### src/rtl/core/hill_cipher_2x2_top_macros.svh
// assertion helpers shared by the core
`ifndef HILL_CIPHER_2X2_TOP_MACROS_SVH
`define HILL_CIPHER_2X2_TOP_MACROS_SVH

// check with reset masking
`define HC_ASSERT_RST(lbl, clk, rst_n, prop, msg) \
    lbl: assert property (@(posedge clk) disable iff (!rst_n) prop) \
        else $error(msg);

// check that also holds through reset
`define HC_ASSERT(lbl, clk, prop, msg) \
    lbl: assert property (@(posedge clk) prop) else $error(msg);

`endif

### src/rtl/core/hc_pkg.sv
`default_nettype none

package hc_pkg;

    localparam int LETTER_W = 5;
    localparam int PROD_W   = 2 * LETTER_W;
    localparam int SUM_W    = PROD_W + 1;

    localparam int QDEPTH = 4;
    localparam int QIDX_W = $clog2(QDEPTH);
    localparam int QCNT_W = $clog2(QDEPTH + 1);

    // cycles for a key write to reach the derived matrix
    localparam int          SETTLE_W   = 3;
    localparam logic [2:0]  SETTLE_CYC = 3'd5;

    localparam int APB_AW = 5;
    localparam int APB_DW = 32;

    typedef logic [LETTER_W-1:0] t_letter;
    typedef logic [2:0]          t_reg_idx;

    localparam t_reg_idx REG_KEY_TL = 3'd0;
    localparam t_reg_idx REG_KEY_TR = 3'd1;
    localparam t_reg_idx REG_KEY_BL = 3'd2;
    localparam t_reg_idx REG_KEY_BR = 3'd3;
    localparam t_reg_idx REG_MODE   = 3'd4;

    localparam t_letter ALPHA     = 5'd26 - 5'd0 == 5'd26 ? 5'd26 : 5'd26;
    localparam t_letter NO_INV_MULT = 5'd25;

    typedef struct packed {
        t_letter p0;
        t_letter p1;
    } t_pair;

    typedef struct packed {
        t_letter m00;
        t_letter m01;
        t_letter m10;
        t_letter m11;
        logic    key_not_invertible;
    } t_matrix;

    typedef struct packed {
        logic settled;
    } t_key_stat;

    typedef struct packed {
        logic full;
        logic empty;
    } t_q_stat;

    // fold a 5-bit value into 0..25
    function automatic t_letter red26(input t_letter x);
        return (x >= ALPHA) ? t_letter'(x - ALPHA) : x;
    endfunction

    // additive inverse mod 26 of a reduced value
    function automatic t_letter neg26(input t_letter x);
        return (x == 5'd0) ? 5'd0 : t_letter'(ALPHA - x);
    endfunction

    // x mod 26 for x below 1280: reciprocal estimate, then one correction
    function automatic t_letter mod26(input logic [SUM_W-1:0] x);
        logic [17:0]      t;
        logic [SUM_W-1:0] r;
        t = {7'd0, x} * 18'd78;
        r = x - ({4'd0, t[17:11]} * 11'd26);
        if (r >= 11'd26) begin
            r = r - 11'd26;
        end
        return r[LETTER_W-1:0];
    endfunction

    // multiplicative inverse mod 26, zero where none exists
    function automatic t_letter inv26(input t_letter x);
        t_letter r;
        case (x)
            5'd1:    r = 5'd1;
            5'd3:    r = 5'd9;
            5'd5:    r = 5'd21;
            5'd7:    r = 5'd15;
            5'd9:    r = 5'd3;
            5'd11:   r = 5'd19;
            5'd15:   r = 5'd7;
            5'd17:   r = 5'd23;
            5'd19:   r = 5'd11;
            5'd21:   r = 5'd5;
            5'd23:   r = 5'd17;
            5'd25:   r = 5'd25;
            default: r = 5'd0;
        endcase
        return r;
    endfunction

endpackage

`default_nettype wire

### src/rtl/core/hc_chan_if.sv
`default_nettype none

interface hc_in_if;
    logic             valid;
    logic             ready;
    hc_pkg::t_letter  first_letter;
    hc_pkg::t_letter  second_letter;

    modport source (output valid, output first_letter, output second_letter, input ready);
    modport sink   (input valid, input first_letter, input second_letter, output ready);
endinterface

interface hc_out_if;
    logic             valid;
    logic             ready;
    hc_pkg::t_letter  first_out;
    hc_pkg::t_letter  second_out;
    logic             key_not_invertible;

    modport source (output valid, output first_out, output second_out,
                    output key_not_invertible, input ready);
    modport sink   (input valid, input first_out, input second_out,
                    input key_not_invertible, output ready);
endinterface

`default_nettype wire

### src/rtl/core/hc_key.sv
`default_nettype none

module hc_key (
    input  wire logic                        i_clk,
    input  wire logic                        i_rst_n,
    input  wire logic                        psel,
    input  wire logic                        penable,
    input  wire logic                        pwrite,
    input  wire logic [hc_pkg::APB_AW-1:0]   paddr,
    input  wire logic [hc_pkg::APB_DW-1:0]   pwdata,
    output logic      [hc_pkg::APB_DW-1:0]   o_prdata,
    output hc_pkg::t_matrix                  o_matrix,
    output hc_pkg::t_key_stat                o_stat
);

    hc_pkg::t_letter  r_key_tl, r_key_tr, r_key_bl, r_key_br;
    logic             r_mode;
    logic [hc_pkg::SETTLE_W-1:0] r_settle;
    hc_pkg::t_reg_idx reg_idx;
    logic             wr_en;

    // derivation pipeline
    hc_pkg::t_letter             r1_a, r1_b, r1_c, r1_d;
    logic [hc_pkg::PROD_W-1:0]   r1_ad, r1_bc;
    logic                        r1_mode;
    hc_pkg::t_letter             r2_a, r2_b, r2_c, r2_d, r2_ad, r2_bc;
    logic                        r2_mode;
    hc_pkg::t_letter             r3_a, r3_b, r3_c, r3_d, r3_mult;
    logic                        r3_noinv, r3_mode;
    logic [hc_pkg::PROD_W-1:0]   r4_p00, r4_p01, r4_p10, r4_p11;
    hc_pkg::t_letter             r4_a, r4_b, r4_c, r4_d;
    logic                        r4_noinv, r4_mode;
    hc_pkg::t_matrix             r_matrix;

    logic [5:0]       det_sum;
    hc_pkg::t_letter  n_det, n_inv;

    function automatic hc_pkg::t_letter det_low(input logic [5:0] x);
        return x[hc_pkg::LETTER_W-1:0];
    endfunction

    assign reg_idx = paddr[4:2];
    assign wr_en   = psel && penable && pwrite;

    always_ff @(posedge i_clk) begin
        if (!i_rst_n) begin
            r_key_tl <= '0;
            r_key_tr <= '0;
            r_key_bl <= '0;
            r_key_br <= '0;
            r_mode   <= 1'b0;
        end else if (wr_en) begin
            case (reg_idx)
                hc_pkg::REG_KEY_TL: r_key_tl <= pwdata[hc_pkg::LETTER_W-1:0];
                hc_pkg::REG_KEY_TR: r_key_tr <= pwdata[hc_pkg::LETTER_W-1:0];
                hc_pkg::REG_KEY_BL: r_key_bl <= pwdata[hc_pkg::LETTER_W-1:0];
                hc_pkg::REG_KEY_BR: r_key_br <= pwdata[hc_pkg::LETTER_W-1:0];
                hc_pkg::REG_MODE:   r_mode   <= pwdata[0];
                default: ;
            endcase
        end
    end

    always_comb begin
        case (reg_idx)
            hc_pkg::REG_KEY_TL: o_prdata = {27'd0, r_key_tl};
            hc_pkg::REG_KEY_TR: o_prdata = {27'd0, r_key_tr};
            hc_pkg::REG_KEY_BL: o_prdata = {27'd0, r_key_bl};
            hc_pkg::REG_KEY_BR: o_prdata = {27'd0, r_key_br};
            hc_pkg::REG_MODE:   o_prdata = {31'd0, r_mode};
            default:            o_prdata = '0;
        endcase
    end

    // hold off items until the new key has run through the pipeline
    always_ff @(posedge i_clk) begin
        if (!i_rst_n) begin
            r_settle <= hc_pkg::SETTLE_CYC;
        end else if (wr_en) begin
            r_settle <= hc_pkg::SETTLE_CYC;
        end else if (r_settle != '0) begin
            r_settle <= r_settle - 1'b1;
        end
    end

    assign det_sum = {1'b0, r2_ad} + 6'd26 - {1'b0, r2_bc};
    assign n_det   = (det_sum >= 6'd26) ? det_low(det_sum - 6'd26) : det_low(det_sum);
    assign n_inv   = hc_pkg::inv26(n_det);

    always_ff @(posedge i_clk) begin
        // stage 1: reduce keys, det products
        r1_a    <= hc_pkg::red26(r_key_tl);
        r1_b    <= hc_pkg::red26(r_key_tr);
        r1_c    <= hc_pkg::red26(r_key_bl);
        r1_d    <= hc_pkg::red26(r_key_br);
        r1_ad   <= hc_pkg::red26(r_key_tl) * hc_pkg::red26(r_key_br);
        r1_bc   <= hc_pkg::red26(r_key_tr) * hc_pkg::red26(r_key_bl);
        r1_mode <= r_mode;
        // stage 2: reduce products
        r2_a    <= r1_a;
        r2_b    <= r1_b;
        r2_c    <= r1_c;
        r2_d    <= r1_d;
        r2_ad   <= hc_pkg::mod26({1'b0, r1_ad});
        r2_bc   <= hc_pkg::mod26({1'b0, r1_bc});
        r2_mode <= r1_mode;
        // stage 3: determinant and its inverse
        r3_a     <= r2_a;
        r3_b     <= r2_b;
        r3_c     <= r2_c;
        r3_d     <= r2_d;
        r3_noinv <= (n_inv == 5'd0);
        r3_mult  <= (n_inv == 5'd0) ? hc_pkg::NO_INV_MULT : n_inv;
        r3_mode  <= r2_mode;
        // stage 4: adjugate times multiplier
        r4_p00   <= r3_d * r3_mult;
        r4_p01   <= hc_pkg::neg26(r3_b) * r3_mult;
        r4_p10   <= hc_pkg::neg26(r3_c) * r3_mult;
        r4_p11   <= r3_a * r3_mult;
        r4_a     <= r3_a;
        r4_b     <= r3_b;
        r4_c     <= r3_c;
        r4_d     <= r3_d;
        r4_noinv <= r3_noinv;
        r4_mode  <= r3_mode;
        // stage 5: pick key or inverse
        if (r4_mode) begin
            r_matrix.m00 <= hc_pkg::mod26({1'b0, r4_p00});
            r_matrix.m01 <= hc_pkg::mod26({1'b0, r4_p01});
            r_matrix.m10 <= hc_pkg::mod26({1'b0, r4_p10});
            r_matrix.m11 <= hc_pkg::mod26({1'b0, r4_p11});
        end else begin
            r_matrix.m00 <= r4_a;
            r_matrix.m01 <= r4_b;
            r_matrix.m10 <= r4_c;
            r_matrix.m11 <= r4_d;
        end
        r_matrix.key_not_invertible <= r4_mode && r4_noinv;
    end

    assign o_matrix       = r_matrix;
    assign o_stat.settled = (r_settle == '0);

endmodule

`default_nettype wire

### src/rtl/core/hc_front.sv
`default_nettype none

module hc_front (
    hc_in_if.sink                       i_pair,
    input  hc_pkg::t_key_stat           i_key_stat,
    input  hc_pkg::t_q_stat             i_q_stat,
    output logic                        o_push,
    output hc_pkg::t_pair               o_push_data
);

    // take a pair once the key is stable and the queue has room
    assign i_pair.ready   = i_key_stat.settled && !i_q_stat.full;
    assign o_push         = i_pair.valid && i_pair.ready;
    assign o_push_data.p0 = hc_pkg::red26(i_pair.first_letter);
    assign o_push_data.p1 = hc_pkg::red26(i_pair.second_letter);

endmodule

`default_nettype wire

### src/rtl/core/hc_fifo.sv
`default_nettype none

`include "hill_cipher_2x2_top_macros.svh"

module hc_fifo (
    input  wire logic                   i_clk,
    input  wire logic                   i_rst_n,
    input  wire logic                   i_push,
    input  hc_pkg::t_pair               i_push_data,
    input  wire logic                   i_pop,
    output hc_pkg::t_pair               o_pop_data,
    output hc_pkg::t_q_stat             o_stat
);

    hc_pkg::t_pair               r_mem [hc_pkg::QDEPTH];
    logic [hc_pkg::QIDX_W-1:0]   r_wr_ptr, r_rd_ptr;
    logic [hc_pkg::QCNT_W-1:0]   r_count;

    always_ff @(posedge i_clk) begin
        if (i_push) begin
            r_mem[r_wr_ptr] <= i_push_data;
        end
    end

    always_ff @(posedge i_clk) begin
        if (!i_rst_n) begin
            r_wr_ptr <= '0;
            r_rd_ptr <= '0;
            r_count  <= '0;
        end else begin
            if (i_push) begin
                r_wr_ptr <= r_wr_ptr + 1'b1;
            end
            if (i_pop) begin
                r_rd_ptr <= r_rd_ptr + 1'b1;
            end
            if (i_push && !i_pop) begin
                r_count <= r_count + 1'b1;
            end else if (i_pop && !i_push) begin
                r_count <= r_count - 1'b1;
            end
        end
    end

    assign o_pop_data   = r_mem[r_rd_ptr];
    assign o_stat.full  = (r_count == hc_pkg::QCNT_W'(hc_pkg::QDEPTH));
    assign o_stat.empty = (r_count == '0);

    `HC_ASSERT_RST(a_count_bound, i_clk, i_rst_n, r_count <= hc_pkg::QCNT_W'(hc_pkg::QDEPTH), "queue count overflow")
    `HC_ASSERT_RST(a_no_push_full, i_clk, i_rst_n, i_push |-> !o_stat.full, "push into full queue")
    `HC_ASSERT_RST(a_no_pop_empty, i_clk, i_rst_n, i_pop |-> !o_stat.empty, "pop from empty queue")

endmodule

`default_nettype wire

### src/rtl/core/hc_back.sv
`default_nettype none

module hc_back (
    input  wire logic                   i_clk,
    input  wire logic                   i_rst_n,
    input  hc_pkg::t_q_stat             i_q_stat,
    input  hc_pkg::t_pair               i_pop_data,
    input  hc_pkg::t_matrix             i_matrix,
    output logic                        o_pop,
    hc_out_if.source                    o_result
);

    logic                        r_s1_valid, r_out_valid;
    logic [hc_pkg::PROD_W-1:0]   r_p00, r_p01, r_p10, r_p11;
    hc_pkg::t_letter             r_first, r_second;
    logic                        r_flag;
    logic                        out_en, s1_en;

    assign out_en = !r_out_valid || o_result.ready;
    assign s1_en  = !r_s1_valid || out_en;
    assign o_pop  = !i_q_stat.empty && s1_en;

    always_ff @(posedge i_clk) begin
        if (!i_rst_n) begin
            r_s1_valid  <= 1'b0;
            r_out_valid <= 1'b0;
        end else begin
            if (s1_en) begin
                r_s1_valid <= o_pop;
            end
            if (out_en) begin
                r_out_valid <= r_s1_valid;
            end
        end
    end

    // matrix-vector products, then sums folded mod 26
    always_ff @(posedge i_clk) begin
        if (o_pop) begin
            r_p00 <= i_matrix.m00 * i_pop_data.p0;
            r_p01 <= i_matrix.m01 * i_pop_data.p1;
            r_p10 <= i_matrix.m10 * i_pop_data.p0;
            r_p11 <= i_matrix.m11 * i_pop_data.p1;
        end
        if (out_en && r_s1_valid) begin
            r_first  <= hc_pkg::mod26({1'b0, r_p00} + {1'b0, r_p01});
            r_second <= hc_pkg::mod26({1'b0, r_p10} + {1'b0, r_p11});
            r_flag   <= i_matrix.key_not_invertible;
        end
    end

    assign o_result.valid              = r_out_valid;
    assign o_result.first_out          = r_first;
    assign o_result.second_out         = r_second;
    assign o_result.key_not_invertible = r_flag;

endmodule

`default_nettype wire

### src/rtl/core/hill_cipher_2x2_top.sv
// 2x2 hill cipher over letter indices 0..25
// i_pair carries a letter pair on a valid/ready channel; o_result returns the
// encrypted or decrypted pair plus key_not_invertible, one beat per input beat
// in order. the apb port holds the four key letters and the decrypt bit at
// byte offsets 0,4,8,12,16; pready is tied high, reads return the register.
// in decrypt mode the inverse matrix is adjugate times det^-1 mod 26; when the
// determinant has no inverse 25 stands in and the flag is set.
// an accepted beat passes the queue, the product register and the output
// register. throughput: one pair per cycle while o_result.ready stays high and
// no key is settling. a key or mode write runs through a 5-stage matrix
// derivation pipeline, and i_pair.ready stays low until the new matrix is out;
// reset clears the key, mode and all valid state and is followed by the same wait.
// a stalled receiver holds the output beat; the 4-entry queue between front
// and back keeps taking beats until it fills, then i_pair.ready drops
`default_nettype none

`include "hill_cipher_2x2_top_macros.svh"

module hill_cipher_2x2_top (
    input  wire logic                        i_clk,
    input  wire logic                        i_rst_n,
    hc_in_if.sink                            i_pair,
    hc_out_if.source                         o_result,
    input  wire logic                        psel,
    input  wire logic                        penable,
    input  wire logic                        pwrite,
    input  wire logic [hc_pkg::APB_AW-1:0]   paddr,
    input  wire logic [hc_pkg::APB_DW-1:0]   pwdata,
    output logic      [hc_pkg::APB_DW-1:0]   prdata,
    output logic                             pready
);

    hc_pkg::t_matrix    matrix;
    hc_pkg::t_key_stat  key_stat;
    hc_pkg::t_q_stat    q_stat;
    hc_pkg::t_pair      push_data, pop_data;
    logic               push, pop;

    // writes always finish in the access cycle
    assign pready = 1'b1;

    // key registers and inverse derivation
    hc_key u_key (
        .i_clk    (i_clk),
        .i_rst_n  (i_rst_n),
        .psel     (psel),
        .penable  (penable),
        .pwrite   (pwrite),
        .paddr    (paddr),
        .pwdata   (pwdata),
        .o_prdata (prdata),
        .o_matrix (matrix),
        .o_stat   (key_stat)
    );

    // intake: range fold and flow control
    hc_front u_front (
        .i_pair      (i_pair),
        .i_key_stat  (key_stat),
        .i_q_stat    (q_stat),
        .o_push      (push),
        .o_push_data (push_data)
    );

    // decoupling queue
    hc_fifo u_fifo (
        .i_clk       (i_clk),
        .i_rst_n     (i_rst_n),
        .i_push      (push),
        .i_push_data (push_data),
        .i_pop       (pop),
        .o_pop_data  (pop_data),
        .o_stat      (q_stat)
    );

    // multiply and reduce, output register
    hc_back u_back (
        .i_clk      (i_clk),
        .i_rst_n    (i_rst_n),
        .i_q_stat   (q_stat),
        .i_pop_data (pop_data),
        .i_matrix   (matrix),
        .o_pop      (pop),
        .o_result   (o_result)
    );

    `HC_ASSERT_RST(a_accept_settled, i_clk, i_rst_n, push |-> key_stat.settled, "pair taken with stale key")

endmodule

`default_nettype wire

### src/flat_wrapper.sv
// flat-port wrapper written by rule: the top's interface ports become plain ports
module hill_cipher_2x2_top_flat 
  (i_clk, i_rst_n, psel, penable, pwrite, paddr, pwdata, prdata, pready, i_pair_valid, i_pair_first_letter, i_pair_second_letter, i_pair_ready, o_result_valid, o_result_first_out, o_result_second_out, o_result_key_not_invertible, o_result_ready);
  hc_in_if i_pair_i ();
  hc_out_if o_result_i ();
  input  wire logic i_clk;
  input  wire logic i_rst_n;
  input  wire logic psel;
  input  wire logic penable;
  input  wire logic pwrite;
  input  wire logic [hc_pkg::APB_AW-1:0] paddr;
  input  wire logic [hc_pkg::APB_DW-1:0] pwdata;
  output logic      [hc_pkg::APB_DW-1:0] prdata;
  output logic pready;
  input wire logic [$bits(i_pair_i.valid)-1:0] i_pair_valid;
  input wire logic [$bits(i_pair_i.first_letter)-1:0] i_pair_first_letter;
  input wire logic [$bits(i_pair_i.second_letter)-1:0] i_pair_second_letter;
  output wire logic [$bits(i_pair_i.ready)-1:0] i_pair_ready;
  output wire logic [$bits(o_result_i.valid)-1:0] o_result_valid;
  output wire logic [$bits(o_result_i.first_out)-1:0] o_result_first_out;
  output wire logic [$bits(o_result_i.second_out)-1:0] o_result_second_out;
  output wire logic [$bits(o_result_i.key_not_invertible)-1:0] o_result_key_not_invertible;
  input wire logic [$bits(o_result_i.ready)-1:0] o_result_ready;
  assign i_pair_i.valid = i_pair_valid;
  assign i_pair_i.first_letter = i_pair_first_letter;
  assign i_pair_i.second_letter = i_pair_second_letter;
  assign i_pair_ready = i_pair_i.ready;
  assign o_result_valid = o_result_i.valid;
  assign o_result_first_out = o_result_i.first_out;
  assign o_result_second_out = o_result_i.second_out;
  assign o_result_key_not_invertible = o_result_i.key_not_invertible;
  assign o_result_i.ready = o_result_ready;
  hill_cipher_2x2_top u_core (.i_clk(i_clk), .i_rst_n(i_rst_n), .i_pair(i_pair_i), .o_result(o_result_i), .psel(psel), .penable(penable), .pwrite(pwrite), .paddr(paddr), .pwdata(pwdata), .prdata(prdata), .pready(pready));
endmodule
### config.mk
export PLATFORM = sky130hd
export DESIGN_NAME = hill_cipher_2x2_top_flat
export DESIGN_NICKNAME = d
export VERILOG_FILES = /design/src/rtl/core/hc_pkg.sv /design/src/rtl/core/hc_chan_if.sv /design/src/rtl/core/hc_key.sv /design/src/rtl/core/hc_front.sv /design/src/rtl/core/hc_fifo.sv /design/src/rtl/core/hc_back.sv /design/src/rtl/core/hill_cipher_2x2_top.sv /design/src/flat_wrapper.sv
export VERILOG_INCLUDE_DIRS = /design/src /design/src/rtl/core
export SDC_FILE = /design/constraint.sdc
export NUM_CORES = 1
export LEC_CHECK = 0
export BUFFER_PORTS_ARGS = -buffer_cell sky130_fd_sc_hd__buf_2
export CAP_MARGIN = 20
export CELL_PAD_IN_SITES_DETAIL_PLACEMENT = 1
export CELL_PAD_IN_SITES_GLOBAL_PLACEMENT = 1
export CORE_UTILIZATION = 40
export DETAILED_ROUTE_END_ITERATION = 7
export PLACE_DENSITY_LB_ADDON = 0.1
export SLEW_MARGIN = 0
export SYNTH_ARGS = -nofsm -noshare
export SYNTH_HDL_FRONTEND = slang
export SYNTH_SLANG_ARGS = --single-unit
### constraint.sdc
create_clock -name i_clk -period 8.65 [get_ports i_clk]
set_clock_uncertainty 0.05 [all_clocks]
set_input_delay 0.4325 -clock i_clk [delete_from_list [all_inputs] [get_ports i_clk]]
set_output_delay 0.4325 -clock i_clk [all_outputs]
set_load 0.05 [all_outputs]
==> flow_summary_export.csv <==
group,metric,value,unit
logic_synthesis,synth_ff_type,"dfxtp_1",
floorplanning,core_region_area,80400,sq um
sta,max-slew-margin-rel,0.326,
worst_setup_path,worst_path_max_delay_cell,"fa_1",
logic_synthesis,synth-edff-count,91,
worst_setup_path,crit_required,8.91,ns
finish,final_nets,4451,
sta,worst_slack,0.237,ns
worst_setup_path,rr_endpoint,"u_core.u_back.o_result.first_out[4]",
logic_synthesis,synth_top_cell_area_share,0.240,
worst_setup_path,cp_data_arrival_time,8.67,ns
worst_setup_path,crit_fanout,5,
grt,grt_pass1_wl,125000,um
place,dp_slack,-0.681,ns
sta,period_share,0.973,
worst_setup_path,endpoint_kind,"register",
logic_synthesis,synth-seq-cells,308,
route,first_pass_iters,4,
sta,setup_viol,0,
clocking,cts.sinks,308,
worst_setup_path,worst_setup_path_start_kind,"register",
worst_setup_path,path_class,"register to register",
hold_path,min_from,"i_pair_first_letter[0]",
clocking,ctsHoldBuffers,0,
worst_setup_path,r2r-start,"u_core.u_back.r_p00[0]",
worst_setup_path,crit_family,"adder cells",
run,maxCapViolCount,0,
route,antenna_left,0,
grt,grt_pass1_vias,26200,
finish,drive_above_1_share,0.102,
place,hpwl,60700,um
hold_path,holdPathStages,1,
route,drc,0,
finish,syn_to_final_growth,12.5,%
clocking,cts_tree,"yes",
sta,hold_viol_final,0,
clocking,clkLatencyLatePin,0.58,ns
worst_setup_path,reg2reg_slack,0.24,ns
place,port_buffers,42,
logic_synthesis,postSynth.asyncResetShare,0,
finish,diodes,0,
route,first_iter_violations,485,
logic_synthesis,syn_avg_cell_area,9.60,sq um
hold_path,holdPathEnd,"u_core.u_fifo.r_mem[3][5]",
clocking,root_buffer,"clkbuf_16",
logic_synthesis,synthTopCellsByArea,"ha_1 24%, fa_1 15%, dfxtp_1 13%",
grt,grt_overflow,0,
hold_path,hold_class,"input pin to register",
floorplanning,die_w,287,um
place,place_congestion,0.814,
sta,hold_ws,0.0905,ns
grt,antenna_found_initial,1,
floorplanning,start_util,0.404,
sta,fmax,119,MHz
worst_setup_path,crit_path_frequent_cell,"inv_2",
clocking,cts_max_level,2,
sta,tightest_slew,1.00,ns
route,wire_per_inst,15.9,um
logic_synthesis,yosys.area.top_type,"ha_1",
sta,min_period,8.41,ns
grt,grt_max_degree,53,
route,totalWireLength,73400,um
logic_synthesis,syn-cell-area,32500,sq um
worst_setup_path,r2r_cells,37,
floorplanning,io_pins,100,
run_status,outcome,"finished clean",
floorplanning,num_rows,104,
logic_synthesis,yosysUniqueCellTypes,85,
sta,tns,0,ns
clocking,clk_path_buf_depth,3,
sta,slew_violations,0,
clocking,cts_made_buffers,39,
grt,track_usage,0.182,
worst_setup_path,cpPeakStageDelay,0.51,ns
logic_synthesis,ys_warn_count,0,
floorplanning,die_h,287,um
clocking,cts.clk_slew.worst_paths,0.06,ns
floorplanning,dieArea,82300,sq um
route,viasPerCell,5.09,
logic_synthesis,synth-seq-area-share,0.218,
route,routed-via-count,23500,
logic_synthesis,synthCells,3381,
worst_setup_path,critical_path.n_buffers_inverters,9,
[worst max-delay path by stage]
stage	startpoint	to	slack (ns)	cells after the start
2_1_floorplan	u_core.u_back.r_p00[1]	u_core.u_back.o_result.first_out[3]	0.03	36
4_1_cts	u_core.u_back.r_p00[1]	u_core.u_back.o_result.first_out[3]	0.008	37
5_1_grt	u_core.u_back.r_p11[1]	u_core.u_back.o_result.second_out[4]	-0.06	35
3_5_place_dp	u_core.u_back.r_p00[1]	u_core.u_back.o_result.first_out[3]	-0.68	36
3_3_place_gp	u_core.u_back.r_p00[0]	u_core.u_back.o_result.first_out[3]	-0.36	36
6_report	u_core.u_back.r_p00[0]	u_core.u_back.o_result.first_out[4]	0.24	37
[per-layer routing]
layer  part of all wire  GRT usage  routed length [um]
met5            0.00018          0                  13
met4              0.021     0.0402                1520
met2               0.52      0.341               38000
met1               0.45      0.223               32700
met3              0.015     0.0162                1130
[through the flow]
| stage | instances | area [sq um] | utilization |
|---|---|---|---|
| CTS | 4608 | 35900 | 0.447 |
| global placement | 4527 | 34400 | 0.427 |
| detailed placement | 4528 | 34400 | 0.427 |
| floorplan | 3408 | 32600 | - |
| finish | 4625 | 36500 | 0.454 |
| global route | 4625 | 36500 | 0.454 |
[synthesized netlist by cell type, drive strengths merged (8+ instances only)]
library cell  count
a21oi           169
inv             574
o21ai            83
edfxtp           91
nor3b            10
a21boi           15
a211oi           11
fa              240
xor2             76
mux2              8
dfxtp           217
ha              623
nand2b           22
and3             14
o31ai            19
o21a             42
mux4             14
nor2            126
nor3             32
nand2           186
clkbuf           28
xnor2           164
nand4            16
and2            143
or2              14
a31oi            26
a21o             58
o211ai           19
o22ai             8
or3              18
o21bai           49
nand3            36
mux2i            32
buf              31
nor2b            76
[state kept, by name, indices dropped and copies added, names as in the netlist, 10 cells and up, named ones only]
| name | flops |
|---|---|
| u_core.u_back.r_p01 | 10 |
| u_core.u_back.r_p11 | 10 |
| u_core.u_key.r4_p00 | 10 |
| u_core.u_back.r_p10 | 10 |
| u_core.u_key.r1_ad | 10 |
| u_core.u_key.r4_p01 | 10 |
| u_core.u_key.r4_p10 | 10 |
| u_core.u_key.r4_p11 | 10 |
| u_core.u_key.o_matrix | 21 |
| u_core.u_key.r1_bc | 10 |
| u_core.u_back.r_p00 | 10 |
| u_core.u_fifo.r_mem | 40 |
[logic make-up (layout without fill, tap and decap cells)]
kind of cell	after synthesis	in the layout	synth area share
muxes	54	54	0.0224
AOI/OAI and AO/OA	564	564	0.114
DFF	308	308	0.218
other	2	29	0.000231
buffers and inverters	633	790	0.0765
and+or+nand+nor	716	716	0.115
adders and majority gates	863	863	0.388
xor gates and xnor gates	241	241	0.0659
[repair_timing]
item                                    in CTS  in global routing
gates resized for setup                     34                 90
pin swaps                                   23                 97
setup buffers                                8                 19
endpoints found under the setup margin       8                  8
[area by class of cell]
type                            instances  area, sq um
Sequential cell                       308         7080
Clock buffer                           44         1050
Tap cell                             1060         1330
Inverter                              574         2150
Multi-Input combinational cell       2467        23600
Clock inverter                         28          295
Fill cell                            9097        43900
Timing Repair Buffer                  144         1000
[placed cells by master, fill, tap and decap left out, drive strengths merged, types with 22 or more instances in the layout]
cell type / synthesis / routed
nand2: 186 / 186
buf: 31 / 144
conb: 2 / 29
mux2i: 32 / 32
inv: 574 / 582
o21a: 42 / 42
o21bai: 49 / 49
nor2b: 76 / 76
xnor2: 164 / 164
xor2: 76 / 76
dfxtp: 217 / 217
clkbuf: 28 / 44
o21ai: 83 / 83
a21o: 58 / 58
nor3: 32 / 32
ha: 623 / 623
nor2: 126 / 126
edfxtp: 91 / 91
nand3: 36 / 36
nand2b: 22 / 22
a31oi: 26 / 26
a21oi: 169 / 169
and2: 143 / 143
fa: 240 / 240
Power is left out: the tool's default activity adds up to more than one toggle a clock period on the data nets, which glitch-free logic cannot reach.
